`src/hw/rtl/iir3_pkg.sv`:
```
// Shared types and constants for the third-order IIR filter.
package iir3_pkg;

  localparam int DATA_W     = 32;
  localparam int COEF_W     = 32;
  localparam int PROD_W     = DATA_W + COEF_W;
  // Seven products of 64 bits each need three guard bits.
  localparam int ACC_W      = PROD_W + 3;
  localparam int HIST_DEPTH = 3;
  localparam int NUM_COEFS  = 4;
  localparam int NUM_TAPS   = 7;
  localparam int TERM_W     = 3;
  localparam int DIV_STEPS  = 32;
  localparam int CNT_W      = 5;
  localparam int REG_IDX_W  = 3;
  localparam int STAT_W     = 2;

  // Configuration register indexes
  localparam logic [REG_IDX_W-1:0] REG_NUM0 = 3'd0;
  localparam logic [REG_IDX_W-1:0] REG_NUM1 = 3'd1;
  localparam logic [REG_IDX_W-1:0] REG_NUM2 = 3'd2;
  localparam logic [REG_IDX_W-1:0] REG_NUM3 = 3'd3;
  localparam logic [REG_IDX_W-1:0] REG_DEN0 = 3'd4;
  localparam logic [REG_IDX_W-1:0] REG_DEN1 = 3'd5;
  localparam logic [REG_IDX_W-1:0] REG_DEN2 = 3'd6;
  localparam logic [REG_IDX_W-1:0] REG_DEN3 = 3'd7;

  // a0 resets to 1.0 in Q8.24
  localparam logic [COEF_W-1:0] DEN0_RESET = 32'h0100_0000;

  // Result status codes
  localparam logic [STAT_W-1:0] ST_OK      = 2'd0;
  localparam logic [STAT_W-1:0] ST_SAT     = 2'd1;
  localparam logic [STAT_W-1:0] ST_A0_ZERO = 2'd2;

  // Input action codes
  localparam logic ACT_FILTER = 1'b0;
  localparam logic ACT_CLEAR  = 1'b1;

  localparam logic [DATA_W-1:0] Y_MAX = 32'h7FFF_FFFF;
  localparam logic [DATA_W-1:0] Y_MIN = 32'h8000_0000;

  typedef struct packed {
    logic              load;     // latch sample, clear accumulator
    logic              clear;    // zero both histories
    logic              mul_en;   // multiply selected term
    logic [TERM_W-1:0] term;     // term feeding the multiplier
    logic              acc_en;   // add registered product
    logic              acc_sub;  // subtract instead (feedback terms)
    logic              abs_en;   // take magnitude, prime divider
    logic              div_en;   // one quotient bit
    logic              finish;   // write result, shift histories
  } dp_cmd_t;

endpackage

```
`src/hw/rtl/iir_filter_order3.sv`:
```
// Top level of the third-order direct-form-I IIR filter.
//
//  channel  direction  handshake            payload
//  in_      slave      in_tvalid/in_tready  tdata: sample; tuser: action
//  out_     master     out_tvalid/out_tready tdata: filtered; tuser: status
//  cfg_     write      cfg_wr_en            cfg_addr, cfg_wdata (8 coefficients)
//
// A sample goes from acceptance to a result in the output register through the
// single shared 32x32 multiplier and accumulator, the magnitude step, the
// bit-serial divider and the write-back.
// The input is ready again only after the write-back, so no new sample is taken while one is worked on.
// A clear item zeroes the histories and gives no result.
// Reset (rst_n low, synchronous) zeroes the histories and loads a0 = 1.0.
// A stalled output holds the write-back; the next item waits until then.
module iir_filter_order3 (
  input  logic                              clk,
  input  logic                              rst_n,
  input  logic                              in_tvalid,
  output logic                              in_tready,
  input  logic [iir3_pkg::DATA_W-1:0]       in_tdata,   // [31:0] sample
  input  logic [0:0]                        in_tuser,   // [0] action
  output logic                              out_tvalid,
  input  logic                              out_tready,
  output logic [iir3_pkg::DATA_W-1:0]       out_tdata,  // [31:0] filtered
  output logic [iir3_pkg::STAT_W-1:0]       out_tuser,  // [1:0] status
  input  logic                              cfg_wr_en,
  input  logic [iir3_pkg::REG_IDX_W-1:0]    cfg_addr,
  input  logic [iir3_pkg::COEF_W-1:0]       cfg_wdata
);
  import iir3_pkg::*;

  dp_cmd_t cmd;

  iir3_ctrl u_ctrl (
    .clk        (clk),
    .rst_n      (rst_n),
    .in_tvalid  (in_tvalid),
    .in_tready  (in_tready),
    .in_action  (in_tuser[0]),
    .out_tvalid (out_tvalid),
    .out_tready (out_tready),
    .cmd        (cmd)
  );

  iir3_dp u_dp (
    .clk          (clk),
    .rst_n        (rst_n),
    .cmd          (cmd),
    .in_sample    (in_tdata),
    .cfg_wr_en    (cfg_wr_en),
    .cfg_addr     (cfg_addr),
    .cfg_wdata    (cfg_wdata),
    .out_filtered (out_tdata),
    .out_status   (out_tuser)
  );

`ifndef SYNTHESIS
  // A clear item never raises a result
  a_clear_no_result: assert property (@(posedge clk) disable iff (!rst_n)
    (in_tvalid && in_tready && in_tuser[0] == ACT_CLEAR && !out_tvalid) |=> !out_tvalid)
    else $error("result raised by a clear item");

  // A filter item keeps the input side busy while it is worked on
  a_busy_after_load: assert property (@(posedge clk) disable iff (!rst_n)
    (in_tvalid && in_tready && in_tuser[0] == ACT_FILTER) |=> !in_tready ##1 !in_tready)
    else $error("input taken during a filter item");

  // Status is one of the defined codes
  a_status_code: assert property (@(posedge clk) disable iff (!rst_n)
    out_tvalid |-> (out_tuser == ST_OK || out_tuser == ST_SAT || out_tuser == ST_A0_ZERO))
    else $error("undefined status code");

  // Saturated and a0-zero results sit at one of the limits
  a_sat_limit: assert property (@(posedge clk) disable iff (!rst_n)
    (out_tvalid && out_tuser != ST_OK) |-> (out_tdata == Y_MAX || out_tdata == Y_MIN))
    else $error("saturated result off the limits");
`endif

endmodule

```
`src/hw/rtl/iir3_ctrl.sv`:
```
// Sequencer for the IIR filter: multiply-accumulate, divide, result hand-off.
module iir3_ctrl (
  input  logic              clk,
  input  logic              rst_n,
  input  logic              in_tvalid,
  output logic              in_tready,
  input  logic              in_action,
  output logic              out_tvalid,
  input  logic              out_tready,
  output iir3_pkg::dp_cmd_t cmd
);
  import iir3_pkg::*;

  typedef enum logic [4:0] {
    S_IDLE = 5'b00001,
    S_MAC  = 5'b00010,
    S_ABS  = 5'b00100,
    S_DIV  = 5'b01000,
    S_FIN  = 5'b10000
  } state_t;

  localparam logic [CNT_W-1:0] MAC_END   = CNT_W'(NUM_TAPS);
  localparam logic [CNT_W-1:0] DEN_FIRST = CNT_W'(NUM_COEFS + 1);
  localparam logic [CNT_W-1:0] DIV_END   = CNT_W'(DIV_STEPS - 1);

  state_t           state_r, state_nxt;
  logic [CNT_W-1:0] cnt_r, cnt_nxt;
  logic             out_valid_r, out_valid_nxt;

  assign out_tvalid = out_valid_r;
  assign in_tready  = (state_r == S_IDLE);

  always_comb begin
    state_nxt     = state_r;
    cnt_nxt       = cnt_r;
    out_valid_nxt = out_valid_r && !out_tready;
    cmd           = '0;
    cmd.term      = cnt_r[TERM_W-1:0];
    case (state_r)
      S_IDLE: begin
        if (in_tvalid) begin
          if (in_action == ACT_CLEAR) begin
            cmd.clear = 1'b1;
          end else begin
            cmd.load  = 1'b1;
            cnt_nxt   = '0;
            state_nxt = S_MAC;
          end
        end
      end
      S_MAC: begin
        // product of term k is added in the cycle after it is formed
        cmd.mul_en  = (cnt_r < MAC_END);
        cmd.acc_en  = (cnt_r != '0);
        cmd.acc_sub = (cnt_r >= DEN_FIRST);
        cnt_nxt     = cnt_r + 1'b1;
        if (cnt_r == MAC_END) begin
          state_nxt = S_ABS;
        end
      end
      S_ABS: begin
        cmd.abs_en = 1'b1;
        cnt_nxt    = '0;
        state_nxt  = S_DIV;
      end
      S_DIV: begin
        cmd.div_en = 1'b1;
        cnt_nxt    = cnt_r + 1'b1;
        if (cnt_r == DIV_END) begin
          state_nxt = S_FIN;
        end
      end
      S_FIN: begin
        // hold until the output register is free
        if (!out_valid_r || out_tready) begin
          cmd.finish    = 1'b1;
          out_valid_nxt = 1'b1;
          state_nxt     = S_IDLE;
        end
      end
      default: begin
        state_nxt = S_IDLE;
      end
    endcase
  end

  always_ff @(posedge clk) begin
    if (!rst_n) begin
      state_r     <= S_IDLE;
      cnt_r       <= '0;
      out_valid_r <= 1'b0;
    end else begin
      state_r     <= state_nxt;
      cnt_r       <= cnt_nxt;
      out_valid_r <= out_valid_nxt;
    end
  end

endmodule

```
`src/hw/rtl/iir3_dp.sv`:
```
// IIR filter datapath: coefficients, histories, shared multiplier, divider.
module iir3_dp (
  input  logic                                clk,
  input  logic                                rst_n,
  input  iir3_pkg::dp_cmd_t                   cmd,
  input  logic [iir3_pkg::DATA_W-1:0]         in_sample,
  input  logic                                cfg_wr_en,
  input  logic [iir3_pkg::REG_IDX_W-1:0]      cfg_addr,
  input  logic [iir3_pkg::COEF_W-1:0]         cfg_wdata,
  output logic [iir3_pkg::DATA_W-1:0]         out_filtered,
  output logic [iir3_pkg::STAT_W-1:0]         out_status
);
  import iir3_pkg::*;

  logic signed [COEF_W-1:0] num_r [NUM_COEFS];
  logic signed [COEF_W-1:0] den_r [NUM_COEFS];
  logic signed [DATA_W-1:0] ih_r  [HIST_DEPTH];
  logic signed [DATA_W-1:0] oh_r  [HIST_DEPTH];
  logic signed [DATA_W-1:0] x_r;
  logic signed [PROD_W-1:0] prod_r;
  logic signed [ACC_W-1:0]  acc_r;
  logic                     neg_r;
  logic                     sat_hi_r;
  logic [DATA_W-1:0]        rem_r;
  logic [DATA_W-1:0]        quo_r;
  logic [DATA_W-1:0]        filt_r;
  logic [STAT_W-1:0]        stat_r;

  logic signed [COEF_W-1:0] coef_sel;
  logic signed [DATA_W-1:0] data_sel;
  logic [1:0]               ih_idx;
  logic [1:0]               oh_idx;
  logic [ACC_W-1:0]         mag;
  logic [COEF_W-1:0]        divisor;
  logic [DATA_W:0]          trial;
  logic                     trial_ge;
  logic [DATA_W:0]          trial_diff;
  logic                     q_neg;
  logic [DATA_W-1:0]        y;
  logic [STAT_W-1:0]        st;

  assign out_filtered = filt_r;
  assign out_status   = stat_r;

  // Operand select for the shared multiplier
  assign ih_idx = 2'(cmd.term - 3'd1);
  assign oh_idx = 2'(cmd.term - 3'(NUM_COEFS));

  always_comb begin
    if (cmd.term < TERM_W'(NUM_COEFS)) begin
      coef_sel = num_r[cmd.term[1:0]];
    end else begin
      coef_sel = den_r[2'(cmd.term - 3'(NUM_COEFS - 1))];
    end
    if (cmd.term == '0) begin
      data_sel = x_r;
    end else if (cmd.term < TERM_W'(NUM_COEFS)) begin
      data_sel = ih_r[ih_idx];
    end else begin
      data_sel = oh_r[oh_idx];
    end
  end

  // |a0| fits 32 unsigned bits, the most negative value included
  assign divisor = den_r[0][COEF_W-1] ? (~den_r[0] + 1'b1) : den_r[0];
  assign mag     = acc_r[ACC_W-1] ? ACC_W'(-acc_r) : acc_r;

  // One restoring division step
  assign trial      = {rem_r, quo_r[DATA_W-1]};
  assign trial_ge   = (trial >= {1'b0, divisor});
  assign trial_diff = trial - {1'b0, divisor};

  always_comb begin
    q_neg = neg_r ^ den_r[0][COEF_W-1];
    st    = ST_OK;
    if (den_r[0] == '0) begin
      y  = neg_r ? Y_MIN : Y_MAX;
      st = ST_A0_ZERO;
    end else if (sat_hi_r) begin
      y  = q_neg ? Y_MIN : Y_MAX;
      st = ST_SAT;
    end else if (q_neg) begin
      if (quo_r[DATA_W-1] && (quo_r[DATA_W-2:0] != '0)) begin
        y  = Y_MIN;
        st = ST_SAT;
      end else begin
        y = ~quo_r + 1'b1;
      end
    end else begin
      if (quo_r[DATA_W-1]) begin
        y  = Y_MAX;
        st = ST_SAT;
      end else begin
        y = quo_r;
      end
    end
  end

  // Configuration registers
  always_ff @(posedge clk) begin
    if (!rst_n) begin
      for (int i = 0; i < NUM_COEFS; i++) begin
        num_r[i] <= '0;
        den_r[i] <= '0;
      end
      den_r[0] <= DEN0_RESET;
    end else if (cfg_wr_en) begin
      case (cfg_addr)
        REG_NUM0: num_r[0] <= cfg_wdata;
        REG_NUM1: num_r[1] <= cfg_wdata;
        REG_NUM2: num_r[2] <= cfg_wdata;
        REG_NUM3: num_r[3] <= cfg_wdata;
        REG_DEN0: den_r[0] <= cfg_wdata;
        REG_DEN1: den_r[1] <= cfg_wdata;
        REG_DEN2: den_r[2] <= cfg_wdata;
        REG_DEN3: den_r[3] <= cfg_wdata;
        default: begin
        end
      endcase
    end
  end

  // Histories, newest first
  always_ff @(posedge clk) begin
    if (!rst_n || cmd.clear) begin
      for (int i = 0; i < HIST_DEPTH; i++) begin
        ih_r[i] <= '0;
        oh_r[i] <= '0;
      end
    end else if (cmd.finish) begin
      for (int i = HIST_DEPTH - 1; i > 0; i--) begin
        ih_r[i] <= ih_r[i-1];
        oh_r[i] <= oh_r[i-1];
      end
      ih_r[0] <= x_r;
      oh_r[0] <= y;
    end
  end

  // Arithmetic pipeline
  always_ff @(posedge clk) begin
    if (cmd.load) begin
      x_r   <= in_sample;
      acc_r <= '0;
    end else if (cmd.acc_en) begin
      if (cmd.acc_sub) begin
        acc_r <= acc_r - ACC_W'(prod_r);
      end else begin
        acc_r <= acc_r + ACC_W'(prod_r);
      end
    end
    if (cmd.mul_en) begin
      prod_r <= coef_sel * data_sel;
    end
    if (cmd.abs_en) begin
      neg_r    <= acc_r[ACC_W-1];
      // quotient of 2^32 or more saturates at once
      sat_hi_r <= (mag[ACC_W-1:DATA_W] >= (ACC_W - DATA_W)'(divisor));
      rem_r    <= mag[2*DATA_W-1:DATA_W];
      quo_r    <= mag[DATA_W-1:0];
    end else if (cmd.div_en) begin
      rem_r <= trial_ge ? trial_diff[DATA_W-1:0] : trial[DATA_W-1:0];
      quo_r <= {quo_r[DATA_W-2:0], trial_ge};
    end
    if (cmd.finish) begin
      filt_r <= y;
      stat_r <= st;
    end
  end

endmodule
```
`config.mk`:
```
export PLATFORM = sky130hd
export DESIGN_NAME = iir_filter_order3
export DESIGN_NICKNAME = d
export VERILOG_FILES = /design/src/hw/rtl/iir3_pkg.sv /design/src/hw/rtl/iir_filter_order3.sv /design/src/hw/rtl/iir3_ctrl.sv /design/src/hw/rtl/iir3_dp.sv
export SDC_FILE = /design/constraint.sdc
export NUM_CORES = 2
export LEC_CHECK = 0
export BUFFER_PORTS_ARGS = -buffer_cell sky130_fd_sc_hd__buf_2
export CAP_MARGIN = 20
export CORE_ASPECT_RATIO = 1.2
export CORE_MARGIN = 4
export CORE_UTILIZATION = 45
export CTS_CLUSTER_SIZE = 30
export DETAILED_ROUTE_END_ITERATION = 12
export PLACE_DENSITY = 0.71
export SLEW_MARGIN = 20
export SYNTH_ARGS = -nofsm -noshare
export SYNTH_HDL_FRONTEND = slang
export SYNTH_SLANG_ARGS = --single-unit
```
`constraint.sdc`:
```
create_clock -name clk -period 25.8 [get_ports clk]
set_clock_uncertainty 0.15 [all_clocks]
set_input_delay 5.16 -clock clk [delete_from_list [all_inputs] [get_ports clk]]
set_output_delay 5.16 -clock clk [all_outputs]
set_load 0.03 [all_outputs]
```
After elaboration in Yosys (flattened, before gate mapping) --
Memories as Yosys holds them, arrays and structs flattened. A register that Yosys moved wholly into a read port is not among the register bits. Index checks and enable logic that the tools add are counted.
Word-level totals: flip-flop bits (word level) 274, memory bits (writable) 448, output and inout port bits 36, memories kept 4
Memories:
- u_dp.den_r | words 4, width 32, read ports 2, clocked after memory_dff 0, wr ports 4, RTL line iir3_dp.sv:16 | logic signed [COEF_W-1:0] den_r [NUM_COEFS];
- u_dp.num_r | words 4, width 32, read ports 1, clocked after memory_dff 1, wr ports 4, RTL line iir3_dp.sv:15 | logic signed [COEF_W-1:0] num_r [NUM_COEFS];
- u_dp.ih_r | words 3, width 32, read ports 3, clocked after memory_dff 0, wr ports 3, RTL line iir3_dp.sv:17 | logic signed [DATA_W-1:0] ih_r [HIST_DEPTH];
- u_dp.oh_r | words 3, width 32, read ports 3, clocked after memory_dff 0, wr ports 3, RTL line iir3_dp.sv:18 | logic signed [DATA_W-1:0] oh_r [HIST_DEPTH];
Cells by class: $add $sub $neg 10, multiply operators 1, $lt $le $gt $ge 5, equality and inequality tests 19, muxes and demuxes 98, bitwise operators 18, reduce and logical (&&, ||, !) cells 17
Operator list (number):
- $mux 32 | 30
- $mux 67 | 2
- $add 67x64->67 | 1
- $neg 67->67 | 1
- $sub 67x64->67 | 1
- $add 32x1->32 const B | 2
- $mul 32x32->64 | 1
- $not 32->32 | 2
- $mux 1 | 49
- $ge 35x32->1 | 1
- $mux 5 | 7
- $ge 33x32->1 | 1
- $logic_not 32->1 | 1
- $sub 32x32->32 | 1
- $mux 31 | 1
- $reduce_bool 31->1 | 1
- $pmux 5 s5 | 1
- $or 1x1->1 | 15
- $pmux 5 s3 | 1
- $mux 2 | 7
- $eq 3x3->1 const B | 4
- $eq 5x3->1 const B | 2
- $eq 5x5->1 const B | 2
- $eq 3x2->1 const B | 2
- 23 further kinds | 32

Depth between registers and ports, before layout --
depth in word-level cells 8, depth in mapped cells 44

Hierarchy --
From an unflattened synthesis, not the netlist that was laid out.
Unflattened totals: cell total of the unflattened synthesis 7552, area total of the unflattened synthesis 76171.8 um2
Modules (own cells, without submodules):
- iir3_dp | instances 1, cells each 7464, area each 75432.3 um2
- iir3_ctrl | instances 1, cells each 88, area each 739.5 um2

Worst setup path before layout --
Ideal clock, no wire load.
kind input-to-reg, from in out_tready, to mem u_dp.ih_r[0][0] (enable), library setup time 1.009 ns, data arrival time 18.615 ns, path slack 6.026 ns, stages 2, buffers on the path 0, path through nor2b_1 > o21ai_0
RTL lines:
- from (decl) | RTL line iir_filter_order3.sv:23 | input logic out_tready,
- to (decl) | RTL line iir3_dp.sv:17

Worst setup path in the final report --
from reg u_ctrl.cnt_r[0], to reg u_dp.prod_r[61] (data pin)
Between the ends: cells in the longest elaborated chain, start to end 5
RTL lines:
- from (decl) | RTL line iir3_ctrl.sv:27 | logic [CNT_W-1:0] cnt_r, cnt_nxt;
- from (signal assigned) | RTL line iir3_ctrl.sv:94 | cnt_r <= cnt_nxt;
- $sub 2x1->2, on equally long branches | RTL line iir3_dp.sv:47, iir3_dp.sv:46
- $mem_v2 3x32, on equally long branches
- $mux 32 | RTL line iir3_dp.sv:57 | end else if (cmd.term < TERM_W'(NUM_COEFS)) begin
- $mux 32 | RTL line iir3_dp.sv:55 | if (cmd.term == '0) begin
- $mul 32x32->64 * | RTL line iir3_dp.sv:153 | prod_r <= coef_sel * data_sel;
- to (signal assigned) | RTL line iir3_dp.sv:153
- to (decl) | RTL line iir3_dp.sv:20 | logic signed [PROD_W-1:0] prod_r;
Every way passes the cells marked *; elsewhere a longest branch is shown, timed or not. A chain may end at the register's enable or synchronous reset.

==> results.ini <==
[synthesis]
synthArstFlopShare_pct=0
synth_cells=7561
synth_most_common_cell=fa_1
synth-edff-count=644
yosys.area.top_type=fa_1
synth_area_um2=75530
synth.top_cell.area_share_pct=28.73
ys_ff_latch=724
ys_top_cells_by_count=1084 x fa_1, 1002 x inv_1, 834 x nand2_1, 756 x nor2_1, 644 x edfxtp_1
synth_cell_types=81
synth.area.top_cells=fa_1 29%, edfxtp_1 26%, ha_1 5.3%
synth_fp_nets=9040
synth_flop_cell=edfxtp_1
ys_seq_area_share_pct=27.72
synth.avg_cell_area_um2=9.990
yosysWarnings=0

[clocking]
cts_buffer_depth=3
cts_root_buf=clkbuf_16
clk_pin_slew_ns=0.06
cts-resized-gates=0
post_cts_buffers=0
h-tree-depth=3
cts_tree=yes
cts.sinks=724
numCtsBuffers=72
clkLatencyLatePin_ns=0.70
cts_hold_buf=0

[critical_path]
critPathBufInv=4
cp_top_family=adder cells
cp_slowest_cell=fa_1
crit_top_cell=fa_1
critPathArrivalTime_ns=12.46
reg2reg_depth=28
critPathLaunchType=flip-flop
crit_cells=28
critPathMaxStageDelay_ns=1.02
critPathMaxFanout=64
critical_path_class=reg -> reg
required_ns=26.07
worstSetupEndpointType=flip-flop

[placement]
dp_hpwl_mm=182.0
port_buffers=108
gp_congestion=0.9675

[timing]
tns_ns=0
fmax_mhz=82.07
worst_pin_slew_ns=1.136
min_period_ns=12.19
slew_headroom_pct=22.62
final_max_slew_viol_count=0
grt_setup_unrepaired=false
finalHoldViolations=0
setup_viol=0
fin_crit_sh_pct=47.23

[worst_hold_path]
hold_path.class=reg -> reg
whs_path_depth=2

[global_route]
grt_antenna_before_repair=17
grt_pass1_vias=59130
grt_first_pass_wirelength_mm=367.5
grt-ovfl-total=0
grt_usage_pct=27.83
grt_max_degree=193

[drt]
viasPerCell=5.811
routed-via-count=56750
first_iter_violations=5575
drt_wl_total_mm=242.5
wl_per_cell_um=24.83
firstDrtPassIters=9
route.detailed.drc=0
ant_nets=0

[die]
dieArea_um2=174500
die-height_um=456.8
start_util_pct=45.33
die_x_um=382
std_cell_rows=164
core_um2=166600
num_io_pins=109

[final_layout]
syn_to_final_growth_pct=7.747
fillers=15160
drive_gt1_share_pct=7.544
layout.nets=8937

[job]
maxCapViolCount=0

[status]
status=complete, no violations

through the flow:
stage               utilization [%]  instance area [um^2]  setup WS [ns]  std cells  hold slack, ns
global placement              47.30                 78820          13.62       9623          0.3376
global route                  48.83                 81370          13.03       9759          0.3742
finish                        48.85                 81390          13.61       9766          0.3521
CTS                           48.80                 81310          13.66       9755          0.3571
detailed placement            47.32                 78840          13.63       9623          0.3478
floorplan                         -                 75530          6.026       7561          0.2564
cell families after synthesis:
| group | after synthesis | synth area share (%) |
|---|---|---|
| flops | 724 | 27.72 |
| mux | 227 | 4.146 |
| simple gates | 2479 | 15.22 |
| compound gates | 1013 | 8.183 |
| buf+inv | 1389 | 6.922 |
| xor+xnor | 323 | 3.745 |
| fa+ha+maj | 1406 | 34.06 |
worst paths after layout:
path | slack (ns) | from | endpoint
min | 0.35 | u_dp.acc_r[5]$_SDFFE_PP0P_ | u_dp.acc_r[5]$_SDFFE_PP0P_
max | 13.61 | u_ctrl.cnt_r[0]$_SDFFE_PN0P_ | u_dp.prod_r[61]$_DFFE_PP_
max reg2reg | 13.61 | u_ctrl.cnt_r[0]$_SDFFE_PN0P_ | u_dp.prod_r[61]$_DFFE_PP_
min reg2reg | 0.35 | u_dp.acc_r[5]$_SDFFE_PP0P_ | u_dp.acc_r[5]$_SDFFE_PP0P_
metal layers:
layer,share of wire [%],track usage [%],up-vias
met2,47,46.01,2891
met1,36,34.07,28540
met4,7.3,16.27,6
li1,-,-,24520
met5,0.017,0,-
met3,8.8,5.257,791
layout by cell type, fill, tap and decap left out, drive strengths merged, types with 52 or more instances in the layout:
master and count:
mux4 64, nand3 52, inv 1006, nand2b 53
a21oi 352, fa 1084, mux2i 116, edfxtp 644
and3 180, nor3 84, xnor2 190, dfxtp 80
nor2 757, a211oi 62, a21o 99, clkbuf 84
and2 324, xor2 133, buf 207, nand2 834
o21ai 240, o31ai 59, a31oi 57, ha 322
cell type report:
type                    instances  area [um^2]  share of cell area, %
flip-flops and latches        724        20960                  25.75
inverters                    1005         3772                  4.635
well taps                    2241         2804                  3.445
clock buffers                  84         1908                  2.344
diodes                          9        22.52                0.02767
multi-input cells            5448        50010                  61.45
repair buffers                207         1340                  1.647
clock inverters                48        568.0                 0.6980
state kept, by name, indices dropped and copies added, names as in the netlist, named ones only:
| name | cells |
|---|---|
| u_dp.prod_r | 64 |
| u_dp.rem_r | 32 |
| u_dp.out_filtered | 32 |
| u_ctrl.state_r | 5 |
| u_dp.ih_r | 96 |
| u_dp.num_r | 128 |
| u_dp.x_r | 32 |
| u_dp.den_r | 128 |
| u_dp.quo_r | 32 |
| u_ctrl.cnt_r | 5 |
| u_dp.sat_hi_r | 1 |
| u_dp.acc_r | 67 |
| u_dp.neg_r | 1 |
| u_dp.out_status | 2 |
| u_dp.oh_r | 96 |
| u_ctrl.out_tvalid | 1 |
worst register-to-register path, delay by kind of cell, from the launching register on:
| family | cells | cell delay, ns |
|---|---|---|
| AOI/OAI and AO/OA | 10 | 3.03 |
| xor gates and xnor gates | 1 | 0.10 |
| adders and majority gates | 10 | 5.88 |
| buffers and inverters | 4 | 1.40 |
| DFF | 1 | 0.80 |
| and+or+nand+nor | 3 | 0.61 |
Power is left out: the tool's default activity adds up to more than one toggle a clock period on the data nets, which glitch-free logic cannot reach.
